## src/rtl/spe_pkg.sv

```systemverilog
package spe_pkg;

    // fixed field widths
    localparam int REQ_W    = 3;
    localparam int CNT_W    = 8;
    localparam int LEN_W    = 7;
    localparam int MASK_W   = 64;
    localparam int IDX_W    = 6;
    localparam int BUCKET_W = 8;

    // request codes
    localparam logic [REQ_W-1:0] REQ_FILL   = 3'd0;
    localparam logic [REQ_W-1:0] REQ_ROT_L  = 3'd1;
    localparam logic [REQ_W-1:0] REQ_ROT_R  = 3'd2;
    localparam logic [REQ_W-1:0] REQ_DOUBLE = 3'd3;
    localparam logic [REQ_W-1:0] REQ_HALVE  = 3'd4;

    // sequencer states
    typedef enum logic [1:0] {
        ST_IDLE,
        ST_FILL,
        ST_COPY,
        ST_DONE
    } seq_state_t;

    // sequencer to datapath controls
    typedef struct packed {
        logic             fill_step;
        logic             copy_step;
        logic [IDX_W-1:0] idx;
        logic             out_load;
    } seq_ctrl_t;

endpackage

```

## src/rtl/spe_bucket.sv

```systemverilog
module spe_bucket (
    input  logic                      aclk,
    input  logic                      clear,
    input  logic                      step,
    input  logic [spe_pkg::LEN_W-1:0] pulses,
    input  logic [spe_pkg::LEN_W-1:0] steps,
    output logic                      hit
);
    import spe_pkg::*;

    logic [BUCKET_W-1:0] bucket_reg;
    logic [BUCKET_W-1:0] bucket_next;
    logic [BUCKET_W-1:0] sum;

    // one bucket step: add pulses, wrap at steps
    always_comb begin
        sum = bucket_reg + {1'b0, pulses};
        hit = (sum >= {1'b0, steps});
        if (hit) begin
            bucket_next = sum - {1'b0, steps};
        end else begin
            bucket_next = sum;
        end
    end

    always_ff @(posedge aclk) begin
        if (clear) begin
            bucket_reg <= '0;
        end else if (step) begin
            bucket_reg <= bucket_next;
        end
    end

endmodule

```

## src/rtl/spe_ctrl.sv

```systemverilog
module spe_ctrl (
    input  logic                      aclk,
    input  logic                      aresetn,
    input  logic                      start,
    input  logic                      start_fill,
    input  logic                      start_copy,
    input  logic [spe_pkg::LEN_W-1:0] limit,
    input  logic                      out_free,
    output logic                      idle,
    output spe_pkg::seq_ctrl_t        ctrl
);
    import spe_pkg::*;

    seq_state_t       state_reg;
    seq_state_t       state_next;
    logic [IDX_W-1:0] idx_reg;
    logic [IDX_W-1:0] idx_next;
    logic [LEN_W-1:0] limit_reg;
    logic [LEN_W-1:0] limit_next;
    logic             last;

    assign last = ({1'b0, idx_reg} == (limit_reg - LEN_W'(1)));

    // next state
    always_comb begin
        state_next = state_reg;
        case (state_reg)
            ST_IDLE: begin
                if (start) begin
                    if (start_fill) begin
                        state_next = ST_FILL;
                    end else if (start_copy) begin
                        state_next = ST_COPY;
                    end else begin
                        state_next = ST_DONE;
                    end
                end
            end
            ST_FILL, ST_COPY: begin
                if (last) begin
                    state_next = ST_DONE;
                end
            end
            ST_DONE: begin
                if (out_free) begin
                    state_next = ST_IDLE;
                end
            end
            default: state_next = ST_IDLE;
        endcase
    end

    // outputs
    always_comb begin
        idle           = (state_reg == ST_IDLE);
        ctrl.fill_step = (state_reg == ST_FILL);
        ctrl.copy_step = (state_reg == ST_COPY);
        ctrl.idx       = idx_reg;
        ctrl.out_load  = (state_reg == ST_DONE) && out_free;
    end

    // iteration counter and limit
    always_comb begin
        idx_next   = idx_reg;
        limit_next = limit_reg;
        if (start) begin
            idx_next   = '0;
            limit_next = limit;
        end else if (ctrl.fill_step || ctrl.copy_step) begin
            idx_next = idx_reg + IDX_W'(1);
        end
    end

    always_ff @(posedge aclk) begin
        if (!aresetn) begin
            state_reg <= ST_IDLE;
            idx_reg   <= '0;
            limit_reg <= LEN_W'(1);
        end else begin
            state_reg <= state_next;
            idx_reg   <= idx_next;
            limit_reg <= limit_next;
        end
    end

endmodule

```

## src/rtl/step_pattern_engine.sv

```systemverilog
// Step pattern engine: holds a row of 64 step enable bits and a pattern length
// (reset: all bits clear, length 16 or MAX_STEPS if smaller). Each request on
// the s_ channel runs one operation (euclidean fill, rotate left, rotate right,
// double, halve; other codes change nothing) and returns exactly one result on
// the m_ channel with the new length and all 64 bits. One request is worked on
// at a time. A fill runs one bucket step per pattern step through a single
// shared add/compare unit, over the clamped step count (at most MAX_STEPS).
// A double copies one bit per cycle, new length - old length bits in all;
// rotate, halve and unused codes go straight to the result. The next request
// is taken once the result has moved into the output register, even if it
// is not yet read.
module step_pattern_engine #(
    parameter int MAX_STEPS = 64
) (
    input  logic                       aclk,
    input  logic                       aresetn,
    input  logic                       s_valid,
    output logic                       s_ready,
    input  logic [spe_pkg::REQ_W-1:0]  s_req_type,
    input  logic [spe_pkg::CNT_W-1:0]  s_step_count,
    input  logic [spe_pkg::CNT_W-1:0]  s_pulse_count,
    output logic                       m_valid,
    input  logic                       m_ready,
    output logic [spe_pkg::LEN_W-1:0]  m_length,
    output logic [spe_pkg::MASK_W-1:0] m_enable_mask
);
    import spe_pkg::*;

    localparam logic [LEN_W-1:0] MAX_LEN   = LEN_W'(MAX_STEPS);
    localparam logic [CNT_W-1:0] MAX_CNT   = CNT_W'(MAX_STEPS);
    localparam logic [LEN_W-1:0] RESET_LEN = (MAX_STEPS < 16) ? LEN_W'(MAX_STEPS) : LEN_W'(16);

    logic [MASK_W-1:0] bits_reg;
    logic [MASK_W-1:0] bits_next;
    logic [LEN_W-1:0]  len_reg;
    logic [LEN_W-1:0]  len_next;
    logic [LEN_W-1:0]  base_reg;
    logic [LEN_W-1:0]  base_next;
    logic [LEN_W-1:0]  steps_reg;
    logic [LEN_W-1:0]  pulses_reg;
    logic              m_valid_reg;
    logic [LEN_W-1:0]  m_length_reg;
    logic [MASK_W-1:0] m_mask_reg;

    logic              accept;
    logic              idle;
    logic              out_free;
    seq_ctrl_t         ctrl;
    logic              bucket_hit;

    logic [LEN_W-1:0]  steps_clamp;
    logic [LEN_W-1:0]  pulses_clamp;
    logic [CNT_W-1:0]  dbl_raw;
    logic [LEN_W-1:0]  dbl_len;
    logic [LEN_W-1:0]  half_len;
    logic              start_fill;
    logic              start_copy;
    logic [LEN_W-1:0]  limit;
    logic [MASK_W-1:0] seg_mask;
    logic [MASK_W-1:0] seg;
    logic [IDX_W-1:0]  top_idx;
    logic [MASK_W-1:0] top_bit;
    logic [MASK_W-1:0] rot_left;
    logic [MASK_W-1:0] rot_right;
    logic [LEN_W-1:0]  copy_dst;

    assign accept   = s_valid && s_ready;
    assign s_ready  = idle;
    assign out_free = !m_valid_reg || m_ready;

    // operand clamping for the fill
    always_comb begin
        if (s_step_count == '0) begin
            steps_clamp = LEN_W'(1);
        end else if (s_step_count > MAX_CNT) begin
            steps_clamp = MAX_LEN;
        end else begin
            steps_clamp = s_step_count[LEN_W-1:0];
        end
        if (s_pulse_count > {1'b0, steps_clamp}) begin
            pulses_clamp = steps_clamp;
        end else begin
            pulses_clamp = s_pulse_count[LEN_W-1:0];
        end
    end

    // new lengths for double and halve
    always_comb begin
        dbl_raw = {len_reg, 1'b0};
        if (dbl_raw > MAX_CNT) begin
            dbl_len = MAX_LEN;
        end else begin
            dbl_len = dbl_raw[LEN_W-1:0];
        end
        half_len = len_reg >> 1;
        if (half_len == '0) begin
            half_len = LEN_W'(1);
        end
    end

    // rotation within the current length
    always_comb begin
        seg_mask  = ~({MASK_W{1'b1}} << len_reg);
        seg       = bits_reg & seg_mask;
        top_idx   = IDX_W'(len_reg - LEN_W'(1));
        top_bit   = {{(MASK_W-1){1'b0}}, seg[0]} << top_idx;
        rot_left  = (seg >> 1) | top_bit;
        rot_right = ((seg << 1) & seg_mask) | {{(MASK_W-1){1'b0}}, seg[top_idx]};
    end

    // sequencer start
    always_comb begin
        start_fill = accept && (s_req_type == REQ_FILL);
        start_copy = accept && (s_req_type == REQ_DOUBLE) && (dbl_len > len_reg);
        if (s_req_type == REQ_FILL) begin
            limit = steps_clamp;
        end else begin
            limit = dbl_len - len_reg;
        end
    end

    spe_ctrl u_ctrl (
        .aclk       (aclk),
        .aresetn    (aresetn),
        .start      (accept),
        .start_fill (start_fill),
        .start_copy (start_copy),
        .limit      (limit),
        .out_free   (out_free),
        .idle       (idle),
        .ctrl       (ctrl)
    );

    spe_bucket u_bucket (
        .aclk   (aclk),
        .clear  (accept),
        .step   (ctrl.fill_step),
        .pulses (pulses_reg),
        .steps  (steps_reg),
        .hit    (bucket_hit)
    );

    assign copy_dst = base_reg + {1'b0, ctrl.idx};

    // pattern state update
    always_comb begin
        bits_next = bits_reg;
        len_next  = len_reg;
        base_next = base_reg;
        if (accept) begin
            case (s_req_type)
                REQ_FILL: begin
                    len_next = steps_clamp;
                end
                REQ_ROT_L: begin
                    if (len_reg > LEN_W'(1)) begin
                        bits_next = (bits_reg & ~seg_mask) | rot_left;
                    end
                end
                REQ_ROT_R: begin
                    if (len_reg > LEN_W'(1)) begin
                        bits_next = (bits_reg & ~seg_mask) | rot_right;
                    end
                end
                REQ_DOUBLE: begin
                    len_next  = dbl_len;
                    base_next = len_reg;
                end
                REQ_HALVE: begin
                    len_next = half_len;
                end
                default: begin
                    len_next = len_reg;
                end
            endcase
        end
        if (ctrl.fill_step) begin
            bits_next[ctrl.idx] = bucket_hit;
        end
        if (ctrl.copy_step) begin
            bits_next[copy_dst[IDX_W-1:0]] = bits_reg[ctrl.idx];
        end
    end

    always_ff @(posedge aclk) begin
        if (!aresetn) begin
            bits_reg <= '0;
            len_reg  <= RESET_LEN;
        end else begin
            bits_reg <= bits_next;
            len_reg  <= len_next;
        end
    end

    // fill operands and copy base
    always_ff @(posedge aclk) begin
        base_reg <= base_next;
        if (accept) begin
            steps_reg  <= steps_clamp;
            pulses_reg <= pulses_clamp;
        end
    end

    // output register
    always_ff @(posedge aclk) begin
        if (!aresetn) begin
            m_valid_reg <= 1'b0;
        end else if (ctrl.out_load) begin
            m_valid_reg <= 1'b1;
        end else if (m_ready) begin
            m_valid_reg <= 1'b0;
        end
    end

    always_ff @(posedge aclk) begin
        if (ctrl.out_load) begin
            m_length_reg <= len_reg;
            m_mask_reg   <= bits_reg;
        end
    end

    assign m_valid       = m_valid_reg;
    assign m_length      = m_length_reg;
    assign m_enable_mask = m_mask_reg;

endmodule

```

## config.mk

```make
export PLATFORM = sky130hd
export DESIGN_NAME = step_pattern_engine
export DESIGN_NICKNAME = d
export VERILOG_FILES = /design/src/rtl/spe_pkg.sv /design/src/rtl/spe_bucket.sv /design/src/rtl/spe_ctrl.sv /design/src/rtl/step_pattern_engine.sv
export SDC_FILE = /design/constraint.sdc
export NUM_CORES = 1
export LEC_CHECK = 0
export BUFFER_PORTS_ARGS = -buffer_cell sky130_fd_sc_hd__buf_2
export CAP_MARGIN = 5
export CORE_ASPECT_RATIO = 1.75
export CORE_UTILIZATION = 35
export CTS_BUF_LIST = sky130_fd_sc_hd__clkbuf_4 sky130_fd_sc_hd__clkbuf_8
export DETAILED_ROUTE_END_ITERATION = 7
export HOLD_SLACK_MARGIN = 0.03
export PLACE_DENSITY_LB_ADDON = 0.08
export SLEW_MARGIN = 20
export SYNTH_ARGS = -nofsm -noshare
export SYNTH_HDL_FRONTEND = slang
export SYNTH_SLANG_ARGS = --single-unit
```

## constraint.sdc

```tcl
create_clock -name aclk -period 9.49 [get_ports aclk]
set_input_delay 1.898 -clock aclk [delete_from_list [all_inputs] [get_ports aclk]]
set_output_delay 1.898 -clock aclk [all_outputs]
set_load 0.01 [all_outputs]
```

==> results by group, run 1 <==
Status
  • Status: finished, final reports clean

STA
  • Worst slew pin tran: 1251 ps
  • Crit share post-route: 0.5126
  • Max Clock Skew: 24.92 ps
  • RSZ-0062 raised after global routing: no
  • Slew Limit Fails: 0
  • Final number of hold-violating endpoints: 0
  • Peak Freq: 0.2056 GHz
  • Final setup violation count: 0
  • Setup TNS: 0 ps
  • Min Clock Period, post-route: 4864 ps
  • Slew margin rel.: 0.1649

Min path
  • Hold Crit Class: reg -> reg

Clock network
  • Worst-path clk slew: 130 ps
  • Clock Latency Late Sink: 560 ps
  • Number of buffers inserted by hold repair at cts: 0
  • Clock Tree Root: clkbuf_8
  • CTS tree: built
  • Maximum clock path buffer count: 2
  • H-tree depth: 4
  • Post-cts sizing count: 0
  • CTS buffer count: 17
  • Setup Buffers After CTS: 0
  • CTS Sinks: 186

Worst setup path
  • Critical-path top delay cell: o21ai_0
  • Crit-path max cell delay: 1030 ps
  • CP endpoint kind: flop
  • Arrival @ worst endpoint: 5350 ps
  • Crit path max fanout: 40
  • Crit path launch type: flop
  • CP cell instances: buf_4 -> inv_1 -> ha_1 -> buf_4 -> inv_1 -> nor2_1 -> nand3_1 -> o21ai_0 -> a221oi_1 -> o21ai_0 -> nand4_1 -> o21ai_1
  • Critical path type: reg -> reg
  • Worst EP required: 9970 ps

Drt
  • DR pass1 iterations: 8
  • Total number of vias: 15470
  • Antenna-violating nets left: 0
  • Drt total wl: 81440 microns
  • Starting DRT DRC Count: 1424
  • Vias/cell: 6.796
  • Routed len/inst: 35.78 microns
  • Drc violations: 0

Synth
  • Register bit count reported by yosys: 186
  • Synthesized Nets: 1811
  • Simple-gate area share of the yosys netlist: 0.2182
  • Post-Synth XOR/XNOR Area: 0.02510
  • Seq/Total Area, Yosys: 0.3332
  • Combinational family with the most area after synthesis: compound AO/OA/AOI/OAI gates
  • Async set or reset register ratio after synthesis: 0
  • Syn Area/Cell: 7.998 sq um
  • Compound-gate portion of the synthesized area: 0.2890
  • Synthesized area: 13910 sq um
  • Library cells used by synthesis: 90
  • Top cells by area, synth: edfxtp_1, dfxtp_1, nand2_1, o21ai_0, ha_1
  • Top_reg_cell synth: dfxtp_1
  • Cells after synthesis: 1739
  • Post-synth EDFFs: 91
  • Synth area leader: edfxtp_1
  • Post-synthesis adder-cell area fraction: 0.04570
  • Mux share of post-synthesis cell area: 0.03409
  • Synth top area share: 0.1965
  • Yosys warns: 0

Die
  • Rows: 96
  • Die area: 40570 sq um
  • Die Ht: 265.7 microns
  • Core Region: 39160 sq um
  • Die Width: 152.7 microns
  • Starting Density: 0.3552
  • Top-Level Pins: 96

Cells and area
  • Fillers: 4210
  • Final nets: 1842
  • Area delta synth->final: 9.697%
  • Commonest non-fill, non-tap cells in the layout: nand2_1, o21ai_0, nor2_1
  • Share of layout cells above drive strength 1: 0.1296
  • Commonest non-fill, non-tap cell in the layout: nand2_1

Placement
  • Gpl congestion: 1.083
  • # port buffers: 95
  • HPWL after detailed placement: 57790 microns

Power and ir drop
  • Overall power: 3146 uW
  • Max VDD drop: 0.0001391 V
  • Pwr Density: 206.2 nW/um^2
  • Leakage power figure: 0.005196 uW

GRT
  • Remaining Overflow, GRT: 0
  • Largest net degree at the start of global routing: 59
  • Antenna violations before repair: 8
  • First-pass GRT wire length: 114000 microns
  • Vias in the first global route: 15240
  • Tot GR Track Use: 0.4032

Job
  • Max-cap violation count: 0
## per-stage QoR
step / setup slack [ps] / area [sq um] / hold WS, ps / util / cells
global route: 4572 / 15250 / 524.0 / 0.3896 / 2275
finish: 4626 / 15260 / 508.4 / 0.3896 / 2276
global placement: 4612 / 14820 / 484.8 / 0.3786 / 2241
detailed placement: 4563 / 14820 / 492.5 / 0.3786 / 2241
CTS: 4824 / 15240 / 513.8 / 0.3892 / 2273
floorplan: 3862 / 13910 / 420.2 / - / 1739
## cells in the mapped netlist (19+ instances only)
master / instances
a21oi_1: 95
a31oi_1: 21
buf_2: 44
clkbuf_1: 75
dfxtp_1: 95
edfxtp_1: 91
ha_1: 46
inv_1: 48
nand2_1: 222
nand2b_1: 19
nand3_1: 78
nor2_1: 153
nor2b_1: 19
nor3_1: 49
o211ai_1: 26
o21a_1: 23
o21ai_0: 164
o22ai_1: 51
xnor2_1: 22
## logic make-up after synthesis
| logic type | after synthesis |
|---|---|
| muxes | 37 |
| AOI/OAI and AO/OA | 604 |
| and+or+nand+nor | 645 |
| DFF | 186 |
| xor gates and xnor gates | 39 |
| adders and majority gates | 49 |
| buffers and inverters | 179 |
## worst max-delay path: cells and delay by family, from the launching register on
kind	cells	cell delay, ps
buffers and inverters	4	1580
AO/OA/AOI/OAI	4	1500
AND/OR/NAND/NOR	3	930
adder cells (fa/ha/maj)	1	420
flip-flops	1	330
## worst paths after layout
path / cells after the start / slack [ps] / start / endpoint
max reg2reg: 12 / 4630 / len_reg[0] / bits_reg[44]
min: 2 / 510 / u_ctrl.limit_reg[6] / u_ctrl.limit_reg[6]
min reg2reg: 2 / 510 / u_ctrl.limit_reg[6] / u_ctrl.limit_reg[6]
max: 12 / 4630 / len_reg[0] / bits_reg[44]
## metal layers
layer	track usage	share of wire	routed length (microns)
met1	0.3975	0.33	26580
met2	0.6791	0.48	38720
met3	0.09710	0.079	6431
met4	0.4152	0.12	9658
met5	0	0.00063	51
## final cells by class
| class | count | area, sq um | share of cell area |
|---|---|---|---|
| inverters | 50 | 187.7 | 0.01230 |
| clock buffers | 18 | 241.5 | 0.01583 |
| clock inverters | 14 | 173.9 | 0.01140 |
| multi-input cells | 1374 | 8573 | 0.5619 |
| repair buffers | 141 | 820.8 | 0.05380 |
| flip-flops and latches | 186 | 4639 | 0.3041 |
| well taps | 490 | 613.1 | 0.04018 |
| diodes | 3 | 7.507 | 0.0004920 |
## power by group
part / total (uW) / internal (uW) / switching, uW / leakage, uW
sequential: 989 / 926 / 63.8 / 0.00163
clock: 605 / 227 / 378 / 0.000212
combinational: 1550 / 425 / 1130 / 0.00335
(Power assumes the default switching activity.)
==> run 2: changes to the inputs <==
==> constraint.sdc (replaced) <==
create_clock -name aclk -period 4.2 [get_ports aclk]
set_input_delay 0.84 -clock aclk [delete_from_list [all_inputs] [get_ports aclk]]
set_output_delay 0.84 -clock aclk [all_outputs]
set_load 0.01 [all_outputs]
==> results by group, run 2 (same netlist as run 1, synthesis figures left out) <==
STA
  • Max Clock Skew: 33.46 ps
  • Hold Slack: 511.8 ps
  • RSZ-0062 raised after global routing: no
  • Min Clock Period, post-route: 3956 ps
  • Final setup violation count: 0
  • Slew Limit Fails: 0
  • Peak Freq: 0.2528 GHz
  • Setup TNS: 0 ps
  • Final number of hold-violating endpoints: 0
  • Worst slew pin tran: 1081 ps
  • Crit share post-route: 0.9419
  • Slew margin rel.: 0.2720

Power and ir drop
  • Leakage power figure: 0.005691 uW
  • Pwr Density: 453.9 nW/um^2
  • Max VDD drop: 0.0004116 V

Die
  • Top-Level Pins: 96
  • Die Ht: 265.7 microns
  • Die area: 40570 sq um
  • Starting Density: 0.3552
  • Core Region: 39160 sq um
  • Rows: 96
  • Die Width: 152.7 microns

GRT
  • Tot GR Track Use: 0.4163
  • Vias in the first global route: 15780
  • Remaining Overflow, GRT: 0
  • Largest net degree at the start of global routing: 72
  • Antenna violations before repair: 6
  • First-pass GRT wire length: 117100 microns

Clock network
  • Clock Latency Late Sink: 550 ps
  • H-tree depth: 4
  • Worst-path clk slew: 130 ps
  • Clock Tree Root: clkbuf_8
  • CTS tree: built
  • CTS buffer count: 17
  • Maximum clock path buffer count: 2
  • CTS Sinks: 186
  • Number of buffers inserted by hold repair at cts: 0

Drt
  • Drt total wl: 83870 microns
  • Starting DRT DRC Count: 1410
  • Antenna-violating nets left: 0
  • DR pass1 iterations: 8
  • Routed len/inst: 35.27 microns
  • Drc violations: 6
  • Vias/cell: 6.705
  • Total number of vias: 15940

Worst setup path
  • Critical-path top delay cell: dfxtp_1
  • Crit path max-delay family: compound AO/OA/AOI/OAI gates
  • Crit-path most repeated cell: nand2_1
  • Crit path launch type: flop
  • CP cell instances: nor3_1 -> nand2_1 -> nand2_1 -> mux4_2 -> a2111oi_0 -> a221oi_1 -> o22a_1 -> o21ai_1
  • Crit path max fanout: 14
  • Worst EP required: 4680 ps
  • CP endpoint kind: flop
  • Crit-path max cell delay: 940 ps
  • Worst path bufs/invs: 0
  • Critical path type: reg -> reg
  • Arrival @ worst endpoint: 4440 ps

Cells and area
  • Area delta synth->final: 15.31%
  • Commonest non-fill, non-tap cells in the layout: nand2_1, o21ai_0, nor2_1
  • Share of layout cells above drive strength 1: 0.1722
  • Final nets: 1941
  • Fillers: 4136
  • Commonest non-fill, non-tap cell in the layout: nand2_1

Job
  • Max-cap violation count: 0

Placement
  • Gpl congestion: 1.061
  • HPWL after detailed placement: 62770 microns
  • # port buffers: 95

Min path
  • Hold Crit Class: reg -> reg

Status
  • Status: complete, but fails checks
  • Failing checks: DRC
==> run 2: layer usage <==
layer  wire length (microns)  global-route usage  part of all wire  vias up
met1                   26970              0.4067              0.32     7674
met3                    6500             0.09841             0.078      425
li1                        -                   -                 -     6835
met5                      44                   0           0.00052        -
met2                   40510              0.7065              0.48     1004
met4                    9849              0.4294              0.12        6
==> run 2: worst paths after layout <==
path                       start             endpoint  slack [ps]  cells past startpoint
max                   len_reg[3]          bits_reg[0]         240                      8
min          u_ctrl.limit_reg[6]  u_ctrl.limit_reg[6]         510                      2
max reg2reg           len_reg[3]          bits_reg[0]         240                      8
min reg2reg  u_ctrl.limit_reg[6]  u_ctrl.limit_reg[6]         510                      2
==> run 2: repair_timing <==
action / in CTS / in global routing
setup endpoints to repair: 0 / 4
resized for setup: 0 / 1
buffers inserted: 0 / 0
==> run 2: layout make-up <==
| class | count | area (sq um) | share of cell area |
|---|---|---|---|
| Timing Repair Buffer | 240 | 1639 | 0.1022 |
| Multi-Input combinational cell | 1374 | 8544 | 0.5328 |
| Tap cell | 490 | 613.1 | 0.03823 |
| Clock inverter | 14 | 157.7 | 0.009830 |
| Inverter | 50 | 187.7 | 0.01170 |
| Sequential cell | 186 | 4639 | 0.2893 |
| Clock buffer | 18 | 241.5 | 0.01506 |
| Antenna cell | 6 | 15.01 | 0.0009362 |
==> run 2: stage by stage <==
| stage | instance area (sq um) | instances | total power [uW] | util | worst slack [ps] |
|---|---|---|---|---|---|
| floorplan | 13910 | 1739 | 4310 | - | 882.9 |
| detailed placement | 15620 | 2340 | 5881 | 0.3990 | 270.6 |
| global route | 16030 | 2375 | 7574 | 0.4094 | 128.5 |
| finish | 16040 | 2378 | 7279 | 0.4096 | 244.0 |
| CTS | 16020 | 2372 | 7177 | 0.4092 | 212.8 |
| global placement | 15620 | 2340 | 5891 | 0.3988 | 258.8 |
==> run 2: worst register-to-register path, delay by kind of cell, from the launching register on <==
kind	cells	cell delay, ps
flip-flops	1	940
AND/OR/NAND/NOR	3	1130
AO/OA/AOI/OAI	4	1290
multiplexers	1	540
==> run 2: report_power, final <==
part	internal, uW	switching [uW]
clock network	453	836
logic	1170	2540
registers	2090	190
